`config.mk`:
```
export PLATFORM = sky130hd
export DESIGN_NAME = mlcd_ctrl
export DESIGN_NICKNAME = d
export VERILOG_FILES = /design/src/hw/rtl/memory_lcd_frame_controller_defines.svh /design/src/hw/rtl/mlcd_pkg.sv /design/src/hw/rtl/mlcd_ctrl.sv
export SDC_FILE = /design/constraint.sdc
export NUM_CORES = 1
export LEC_CHECK = 0
export ABC_CLOCK_PERIOD_IN_PS = 1700
export BUFFER_PORTS_ARGS = -buffer_cell sky130_fd_sc_hd__buf_2
export CAP_MARGIN = 20
export CORE_MARGIN = 2
export CORE_UTILIZATION = 28
export CTS_CLUSTER_DIAMETER = 80
export DETAILED_ROUTE_END_ITERATION = 8
export PLACE_DENSITY = 0.55
export SYNTH_ARGS = -nofsm -noshare
export SYNTH_HDL_FRONTEND = slang
export SYNTH_SLANG_ARGS = --single-unit
```
`constraint.sdc`:
```
create_clock -name clk -period 1.7 [get_ports clk]
set_input_delay 0.255 -clock clk [delete_from_list [all_inputs] [get_ports clk]]
set_output_delay 0.255 -clock clk [all_outputs]
set_load 0.03 [all_outputs]
```
`src/hw/rtl/memory_lcd_frame_controller_defines.svh`:
```
// Assertion macros shared by the memory LCD frame controller RTL.
// Needs a clk and an active-high rst in the scope where a macro is used.
`ifndef MEMORY_LCD_FRAME_CONTROLLER_DEFINES_SVH
`define MEMORY_LCD_FRAME_CONTROLLER_DEFINES_SVH

// Same-cycle implication, muted during reset.
`define MLCD_ASSERT_IMPL(label, ante, cons, msg) \
  label: assert property (@(posedge clk) disable iff (rst) (ante) |-> (cons)) else $error(msg);

// Next-cycle implication, muted during reset.
`define MLCD_ASSERT_NEXT(label, ante, cons, msg) \
  label: assert property (@(posedge clk) disable iff (rst) (ante) |=> (cons)) else $error(msg);

`endif

```
`src/hw/rtl/mlcd_pkg.sv`:
```
// Shared types and constants of the memory LCD frame controller.
// No dependencies.
package mlcd_pkg;

  // Input modes
  localparam logic [1:0] MODE_DRAW    = 2'd0;
  localparam logic [1:0] MODE_FILL    = 2'd1;
  localparam logic [1:0] MODE_CLEAR   = 2'd2;
  localparam logic [1:0] MODE_REFRESH = 2'd3;

  // Panel command bytes
  localparam logic [7:0] CMD_WRITE = 8'h80;
  localparam logic [7:0] CMD_CLEAR = 8'h20;

  // Byte group index of an 8-bit pixel position (pixel / 8)
  localparam int GW = 5;

  // Datapath operations issued by the controller
  typedef enum logic [3:0] {
    DP_NOP,
    DP_LOAD,
    DP_SWEEP,
    DP_RMW_RD,
    DP_RMW_WR,
    DP_REF_RD,
    DP_REF_EMIT,
    DP_CLR_CMD,
    DP_CLR_END
  } dp_op_t;

  // Datapath status back to the controller
  typedef struct packed {
    logic sweep_last;  // sweep pointer at the last store entry
    logic rect_empty;  // incoming draw/fill hits no pixel after clipping
    logic rect_last;   // current fill byte is the final one
    logic out_free;    // output register can take a beat this cycle
  } dp_status_t;

endpackage

```
`src/hw/rtl/mlcd_ctrl.sv`:
```
// Controller state machine of the memory LCD frame controller.
// Depends on mlcd_pkg; drives datapath operations, reads datapath status.
module mlcd_ctrl (
  input  logic                clk,
  input  logic                rst,
  input  logic                in_valid,
  output logic                in_stall,
  input  logic [1:0]          mode,
  input  mlcd_pkg::dp_status_t status,
  output mlcd_pkg::dp_op_t    op
);
  import mlcd_pkg::*;

  typedef enum logic [3:0] {
    S_INIT,
    S_IDLE,
    S_RMW_RD,
    S_RMW_WR,
    S_REF_RD,
    S_REF_EMIT,
    S_CLR_SWEEP,
    S_CLR_CMD,
    S_CLR_END
  } state_t;

  state_t state, state_next;

  assign in_stall = (state != S_IDLE);

  always_comb begin
    state_next = state;
    op         = DP_NOP;
    case (state)
      S_INIT: begin
        op = DP_SWEEP;
        if (status.sweep_last) state_next = S_IDLE;
      end
      S_IDLE: begin
        if (in_valid) begin
          op = DP_LOAD;
          case (mode)
            MODE_DRAW, MODE_FILL: state_next = status.rect_empty ? S_IDLE : S_RMW_RD;
            MODE_CLEAR:           state_next = S_CLR_SWEEP;
            default:              state_next = S_REF_RD;
          endcase
        end
      end
      S_RMW_RD: begin
        op         = DP_RMW_RD;
        state_next = S_RMW_WR;
      end
      S_RMW_WR: begin
        op         = DP_RMW_WR;
        state_next = status.rect_last ? S_IDLE : S_RMW_RD;
      end
      S_REF_RD: begin
        op         = DP_REF_RD;
        state_next = S_REF_EMIT;
      end
      S_REF_EMIT: begin
        if (status.out_free) begin
          op         = DP_REF_EMIT;
          state_next = S_IDLE;
        end
      end
      S_CLR_SWEEP: begin
        op = DP_SWEEP;
        if (status.sweep_last) state_next = S_CLR_CMD;
      end
      S_CLR_CMD: begin
        if (status.out_free) begin
          op         = DP_CLR_CMD;
          state_next = S_CLR_END;
        end
      end
      S_CLR_END: begin
        if (status.out_free) begin
          op         = DP_CLR_END;
          state_next = S_IDLE;
        end
      end
      default: state_next = S_INIT;
    endcase
  end

  always_ff @(posedge clk) begin
    if (rst) begin
      state <= S_INIT;
    end else begin
      state <= state_next;
    end
  end

endmodule

```
==> results of run 1 <==
[worst max path at each step]
stage	slack, ps	to
finish	30	op[3]
global route	-10	op[3]
CTS	1	op[3]
detailed placement	40	state[1]
global placement	40	op[0]
floorplan	90	op[0]
[where the power goes]
| group | switching (mW) | internal [mW] | total [mW] |
|---|---|---|---|
| sequential | 0.0298 | 0.117 | 0.147 |
| combinational | 0.266 | 0.187 | 0.452 |
| clock | 0.0411 | 0.0791 | 0.120 |
| total | 0.337 | 0.383 | 0.719 |
[kinds of logic after synthesis]
family                 share of synthesized area
buffers and inverters                    0.07530
XOR/XNOR                                 0.02109
AND/OR/NAND/NOR                           0.3193
flip-flops                                0.1928
AO/OA/AOI/OAI                             0.3916
[cells in the mapped netlist, drive strengths merged (2+ instances only)]
master and n:
or4 2, a21oi 5, or4b 2, nor2 4
nand2b 2, nor3 2, inv 2, buf 2
o21ai 4, dfxtp 4, a311oi 2, nand2 3
a31oi 3, clkbuf 2, nand3 2
[metal layers]
| layer | vias up | routed length, um | global-route usage |
|---|---|---|---|
| li1 | 243 | - | - |
| met4 | 0 | 0 | 0.03750 |
| met5 | - | 0 | 0 |
| met3 | 0 | 62 | 0.05172 |
| met1 | 219 | 516 | 0.1769 |
| met2 | 12 | 533 | 0.1938 |
[repair_timing]
item / CTS / global route
pin swaps: 0 / 1
cloned: 0 / 0
setup endpoints to repair: 3 / 2
gates resized for setup: 6 / 6
setup buffers: 0 / 3
[area by class of cell]
class	instances	area, sq um
Multi-Input combinational cell	43	325.3
Inverter	2	7.507
Fill cell	148	780.7
Sequential cell	4	88.84
Tap cell	15	18.77
Timing Repair Buffer	18	106.4
Clock buffer	3	22.52
[through the flow]
step,utilization,total power [mW]
CTS,0.3976,0.6929
global route,0.4217,0.7818
detailed placement,0.3716,0.5627
finish,0.4217,0.7194
global placement,0.3716,0.5644
floorplan,-,0.4741
==> results.json, run 1 <==
{
  "hold_class": "primary input to flop",
  "cts.clk_slew.worst_paths_ps": 40,
  "placed_cells_incl_taps": 79,
  "worst_ep_required_time_ps": 1440,
  "cpLargestDelayFamily": "simple AND/OR/NAND/NOR gates",
  "cts-root-buf": "clkbuf_4",
  "crit_cells": 3,
  "grt_pass1_wl_um": 1842,
  "relSlewSlack": 0.7574,
  "reg2reg_from": "state[1]",
  "wirelength_um": 1112,
  "antenna_found_initial": 0,
  "reg2regPathDepth": 4,
  "via_per_inst": 5.576,
  "regToRegEndpoint": "state[0]",
  "slew_viol_final": 0,
  "reg.largest.list": "state: 4 flops",
  "hold_ws_ps": 229.2,
  "yosysWarnings": 0,
  "drt.antenna.violating_nets": 0,
  "gp_congestion": 0.7027,
  "cp_data_arrival_time_ps": 1410,
  "hold_end": "state[3]",
  "critPathKind": "flop to output port",
  "cap_violations": 0,
  "start_kind": "flop",
  "grt.overflow.total": 0,
  "grt_use_total": 0.1319,
  "holdPathStages": 2,
  "die_h_um": 42.52,
  "critPathMaxFanout": 7,
  "synth_top_area_share": 0.1928,
  "outcome": "completed",
  "core-area_sq_um": 1350,
  "power.leakage_nw": 0.2178,
  "vias": 474,
  "synth.distinct_cells": 30,
  "synth_nets": 62,
  "rrSetupSlack_ps": 160,
  "fmax_ghz": 0.6000,
  "slowest_stage": "or4b_4",
  "synthArstFlopShare": 0,
  "end_kind": "output port",
  "cts_buffers": 3,
  "largest_register": "state",
  "crit_buf_inv": 1,
  "dpl.hpwl_um": 737.8,
  "worstHoldStart": "rst",
  "powerDensity_nw_per_um2": 1264,
  "synthToLayoutAreaGrowth_pct": 37.05,
  "synthesis.area_sq_um": 415.4,
  "synthTopCellsByArea": "dfxtp_1 (19%), or4b_4 (6.6%), a21oi_1 (4.8%)",
  "cts_hold_buf": 0,
  "die_area_sq_um": 1808,
  "cts_max_path_buffers": 2,
  "layout_commonest_cell": "buf_2",
  "cts_sinks": 4,
  "synth_edf_count": 0,
  "fin_nets": 81,
  "dp_slack_ps": 44.00,
  "slowest_delay_ps": 580,
  "ys_ff_latch": 4,
  "firstDrtPassIters": 2,
  "setup_violations": 0,
  "setup_ws_ps": 33.44,
  "htree_levels": 1,
  "finalCriticalPeriod_ps": 1667,
  "period_share": 0.9803,
  "ys_seq_area_frac": 0.1928,
  "startpoint": "state[1]",
  "synth_top_area_cell": "dfxtp_1",
  "grt_pass1_vias": 412,
  "postSynthCellCount": 53,
  "drc": 0,
  "io_pins": 14,
  "syn-mean-instance-area_sq_um": 7.838,
  "worstPathCellList": "or4b_4, nor2_4, buf_6",
  "largest_reg_flops": 4,
  "final_cell_area_sq_um": 569.3,
  "stdcell_count": 85,
  "final_cell_mix": "buf_2 (12), a21oi_1 (4), o21ai_0 (4), buf_4 (4)",
  "synth_top_flop_cell": "dfxtp_1",
  "portBuffers": 13,
  "dpl_cell_area_sq_um": 501.7,
  "grt_setup_unrepaired": "true",
  "die_x_um": 42.52,
  "drive_gt1_frac": 0.4714,
  "tightestPinTransition_ps": 361.2,
  "cts_tree": "built",
  "fin_skew_ps": 4.333,
  "setup_tns_ps": 0,
  "hold_viol": 0,
  "post_drt_wl_per_cell_um": 13.08,
  "initial_core_util": 0.3077,
  "insertion_delay_ps": 240,
  "peakVddDrop_uv": 437.8,
  "n_antenna_cell": 0,
  "grt_max_degree": 17,
  "drt_iter0_markers": 3,
  "row_count": 13
}
Note: power is estimated with default switching activity, not from simulation.
==> run 2, diff against run 1 <==
- ABC_AREA: not set -> 1
- CORE_AREA: not set -> 2 2 39 41
- CORE_MARGIN: 2 -> not set
- CORE_UTILIZATION: 28 -> not set
- DIE_AREA: not set -> 0 0 41 43
- PLACE_DENSITY: 0.55 -> 0.63
==> results.json, run 2 <==
{
  "worstPathCellList": "nor2_2, nand2_2, o2111ai_1, clkbuf_4",
  "combPwrFrac": 0.663,
  "synthTopCellsByCount": "nand2_1 (23), nand3_1 (11), inv_1 (9), nor2_1 (8), nor2_2 (5)",
  "clkPwrFrac": 0.138,
  "wirelength_um": 1056,
  "critPathMaxFanout": 6,
  "slowest_stage": "dfxtp_1",
  "dp_slack_ps": 263.5,
  "sequentialPowerShare": 0.199,
  "synth_top_area_share": 0.1845,
  "setup_tns_ps": 0,
  "synthToLayoutAreaGrowth_pct": 21.93,
  "core-area_sq_um": 1384,
  "slowest_delay_ps": 360,
  "row_count": 14,
  "grt_pass1_wl_um": 1690,
  "grt_use_total": 0.1404,
  "final_core_util": 0.4123,
  "synthesis.area_sq_um": 467.9,
  "largest_reg_flops": 4,
  "cts_max_path_buffers": 2,
  "gp_congestion": 0.7779,
  "grt_pass1_vias": 429,
  "p_int_mw": 0.3844,
  "worst_ep_required_time_ps": 1440,
  "synthArstFlopShare": 0,
  "final_cell_mix": "nand2_1 (23), buf_2 (12), nand3_1 (11), inv_1 (9), nor2_1 (8)",
  "vias": 534,
  "cts_hold_buf": 0,
  "yosysWarnings": 0,
  "synthTopCellsByArea": "nand2_1 (18%), dfxtp_1 (17%), nand3_1 (12%)",
  "synthMostInstantiatedCell": "nand2_1",
  "cts.clk_slew.worst_paths_ps": 40,
  "cts_tree": "built",
  "post_drt_wl_per_cell_um": 9.429,
  "synth_edf_count": 0,
  "drc": 0,
  "sw_frac_of_total": 0.5317,
  "p_switching_mw": 0.4364,
  "slew_viol_final": 0,
  "largest_register": "state",
  "die_h_um": 43,
  "synth_top_area_cell": "nand2_1",
  "postSynthCellCount": 81,
  "antenna_found_initial": 0,
  "drt.antenna.violating_nets": 0,
  "via_per_inst": 4.768,
  "cts_sinks": 4,
  "portBuffers": 13,
  "period_share": 0.9409,
  "start_kind": "flop",
  "cap_violations": 0,
  "die_area_sq_um": 1763,
  "cts-root-buf": "clkbuf_4",
  "relSlewSlack": 0.8416,
  "fin_nets": 107,
  "initial_core_util": 0.3382,
  "grt.overflow.total": 0,
  "drive_gt1_frac": 0.3646,
  "n_antenna_cell": 0,
  "synth_top_flop_cell": "dfxtp_1",
  "ys_seq_area_frac": 0.1711,
  "power.leakage_nw": 0.3073,
  "synth_nets": 90,
  "syn-mean-instance-area_sq_um": 5.777,
  "grt_max_degree": 9,
  "ys_ff_latch": 4,
  "peakVddDrop_uv": 625.4,
  "synth.distinct_cells": 19,
  "drt_iter0_markers": 8,
  "io_pins": 14,
  "cp_data_arrival_time_ps": 1340,
  "fmax_ghz": 0.6252,
  "setup_ws_ps": 100.4,
  "cpLargestDelayFamily": "flip-flops",
  "fin_skew_ps": 0.1678,
  "finalCriticalPeriod_ps": 1600,
  "critPathKind": "flop to output port",
  "htree_levels": 1,
  "firstDrtPassIters": 4,
  "outcome": "completed",
  "tightestPinTransition_ps": 237.3,
  "powerDensity_nw_per_um2": 1439,
  "grt_setup_unrepaired": "false",
  "end_kind": "output port",
  "die_x_um": 41,
  "dpl.hpwl_um": 930.7,
  "reg.largest.list": "state: 4 flops",
  "insertion_delay_ps": 230,
  "layout_commonest_cell": "nand2_1",
  "setup_violations": 0,
  "hold_class": "primary input to flop",
  "cts_buffers": 3,
  "power_mw": 0.8208,
  "crit_buf_inv": 1,
  "hold_viol": 0
}
==> run 2: metrics by stage <==
step                      hold WS (ps)  cell area [sq um]  instances
after global routing             235.4              570.5        112
after global placement           482.0              541.8        109
final                            223.6              570.5        112
after detailed placement         472.2              541.8        109
after CTS                        226.8              564.3        112
after floorplan                  317.4              467.9         81
==> run 2: kinds of logic after synthesis <==
logic type,after synthesis,synth area share
AND/OR/NAND/NOR,55,0.5882
buffers and inverters,14,0.1283
AO/OA/AOI/OAI,8,0.1123
flip-flops,4,0.1711
==> run 2: power groups by stage <==
stage	registers [mW]	clock network (mW)	logic (mW)
6_report	0.164	0.113	0.544
5_1_grt	0.169	0.128	0.614
4_1_cts	0.159	0.120	0.541
3_5_place_dp	0.160	0	0.540
3_3_place_gp	0.159	0	0.540
2_1_floorplan	0.138	0	0.459
==> run 2: what timing repair did <==
action / 4_1_cts / 5_1_grt
resized for setup: 0 / 4
endpoints found under the setup margin: 0 / 2
buffers inserted: 0 / 0
==> run 2: layer usage <==
metal  global-route usage  vias up  wire (um)
met2               0.2250       17        548
met1               0.1795      229        421
met5                    0        -          0
met4              0.06000        0          0
met3              0.01571        0         86
li1                     -      288          -
==> run 2: path summary, 6_finish.rpt <==
| kind | endpoint | depth (start not counted) | from | slack (ps) |
|---|---|---|---|---|
| max | op[0] | 4 | state[3] | 100 |
| min | state[0] | 2 | rst | 220 |
| max reg2reg | state[2] | 5 | state[3] | 470 |
| min reg2reg | state[2] | 2 | state[2] | 500 |
==> run 2: layout make-up <==
cell class                 count  area [sq um]
sequential                     4         83.83
fill                         166         813.3
multi-input combinational     63         327.8
clock buffer                   3         22.52
tap                           16         20.02
inverter                      13         48.80
timing repair buffer          13         67.56
==> run 3, diff against run 2 <==
- ABC_AREA: 1 -> not set
- CTS_CLUSTER_SIZE: not set -> 12
- PLACE_DENSITY: 0.63 -> 0.59
==> results.json, run 3 (synthesized netlist as in run 1, its figures left out) <==
{
  "outcome": "completed",
  "drt_iter0_markers": 8,
  "fill_cells": 141,
  "gp_congestion": 0.7473,
  "hold_class": "primary input to flop",
  "portBuffers": 13,
  "post_drt_wl_per_cell_um": 11.40,
  "die_h_um": 43,
  "fmax_ghz": 0.6046,
  "n_antenna_cell": 0,
  "htree_levels": 1,
  "synthToLayoutAreaGrowth_pct": 39.76,
  "drt.antenna.violating_nets": 0,
  "relSlewSlack": 0.8103,
  "cts.clk_slew.worst_paths_ps": 40,
  "worst_ep_required_time_ps": 1440,
  "startpoint": "state[1]",
  "antenna_found_initial": 0,
  "grt.overflow.total": 0,
  "drive_gt1_frac": 0.4714,
  "die_x_um": 41,
  "end_kind": "output port",
  "die_area_sq_um": 1763,
  "peakVddDrop_uv": 496.8,
  "slew_viol_final": 0,
  "cts_max_path_buffers": 2,
  "final_core_util": 0.4195,
  "cts-root-buf": "clkbuf_4",
  "firstDrtPassIters": 5,
  "hold_viol": 0,
  "fin_nets": 81,
  "via_per_inst": 5.651,
  "tightestPinTransition_ps": 282.4,
  "p_int_mw": 0.3904,
  "drc": 0,
  "grt_use_total": 0.1254,
  "cp_data_arrival_time_ps": 1400,
  "grt_pass1_wl_um": 1573,
  "cap_violations": 0,
  "critPathMaxFanout": 9,
  "cts_tree": "built",
  "wirelength_um": 980,
  "clkPwrFrac": 0.157,
  "layout_commonest_cell": "buf_2",
  "reg2reg_from": "state[1]",
  "cts_hold_buf": 0,
  "largest_reg_flops": 4,
  "insertion_delay_ps": 230,
  "setup_violations": 0,
  "sequentialPowerShare": 0.236,
  "cts_sinks": 4,
  "power.leakage_nw": 0.2200,
  "placed_cells_incl_taps": 83,
  "critPathKind": "flop to output port",
  "final_cell_mix": "buf_2 (11), buf_4 (6), a21oi_1 (4), o21ai_0 (4)",
  "final_cell_area_sq_um": 580.6,
  "sw_frac_of_total": 0.4545,
  "vias": 486,
  "fin_skew_ps": 6.326,
  "dpl.hpwl_um": 755.8,
  "cts_setup_buffers": 0,
  "initial_core_util": 0.3002,
  "largest_register": "state",
  "reg.largest.list": "state: 4 flops",
  "row_count": 14,
  "powerDensity_nw_per_um2": 1233,
  "grt_pass1_vias": 421,
  "combPwrFrac": 0.607,
  "hold_ws_ps": 238.8,
  "rrSetupSlack_ps": 160,
  "period_share": 0.9729,
  "cts_buffers": 3,
  "worstHoldStart": "rst",
  "grt_max_degree": 17,
  "stdcell_count": 86,
  "core-area_sq_um": 1384,
  "dpl_cell_area_sq_um": 525.5,
  "p_switching_mw": 0.3253,
  "finalCriticalPeriod_ps": 1654,
  "start_kind": "flop",
  "io_pins": 14
}
[run 3: changes by cell type in the layout (fill, tap and decap cells not counted), moves of 3 or more]
cell,previous run,this run
o21ai_0,1,4
nand2_2,4,0
a31oi_1,0,3
nand3_1,11,2
nand2_1,23,3
buf_4,0,6
inv_2,3,0
inv_1,9,2
nor2_1,8,2
nor2_2,5,0
[run 3: power groups by stage]
| stage | sequential, mW | clock [mW] | combinational [mW] |
|---|---|---|---|
| 2_1_floorplan | 0.134 | 0 | 0.340 |
| 3_3_place_gp | 0.158 | 0 | 0.421 |
| 3_5_place_dp | 0.158 | 0 | 0.420 |
| 4_1_cts | 0.162 | 0.118 | 0.424 |
| 5_1_grt | 0.175 | 0.126 | 0.479 |
| 6_report | 0.169 | 0.113 | 0.434 |
[run 3: worst paths after layout]
kind | to | cells past startpoint
min | state[0] | 2
min reg2reg | state[0] | 1
max | op[3] | 3
max reg2reg | state[0] | 4
[run 3: cell type report]
| class | instances | area [sq um] | share of cell area |
|---|---|---|---|
| inverters | 2 | 7.507 | 0.01293 |
| clock buffers | 3 | 22.52 | 0.03879 |
| well taps | 16 | 20.02 | 0.03448 |
| repair buffers | 18 | 111.4 | 0.1918 |
| multi-input cells | 43 | 330.3 | 0.5690 |
| flip-flops and latches | 4 | 88.84 | 0.1530 |
[run 3: critical path: stages, from the launching register on]
cell,delay [ps]
dfxtp_4,370
or4b_4,570
nor2_4,100
buf_6,130
[run 3: routing by layer]
layer | part of all wire | track usage | vias up
met3 | 0.029 | 0.04712 | 0
met1 | 0.50 | 0.1410 | 236
li1 | - | - | 242
met4 | 0 | 0.02000 | 0
met2 | 0.47 | 0.2156 | 8
met5 | 0 | 0 | -
[run 3: stage by stage]
| step | TNS [ps] | power, mW | setup slack (ps) |
|---|---|---|---|
| floorplan | 0 | 0.4741 | 90.54 |
| global placement | 0 | 0.5789 | 74.58 |
| detailed placement | 0 | 0.5783 | 75.30 |
| CTS | 0 | 0.7046 | 17.16 |
| global route | -2.822 | 0.7796 | -2.822 |
| finish | 0 | 0.7157 | 46.02 |
[run 3: what timing repair did]
| action | in CTS | in global routing |
|---|---|---|
| gates resized for setup | 5 | 8 |
| setup endpoints to repair | 2 | 2 |
| pin swaps | 0 | 0 |
| cloned | 0 | 0 |
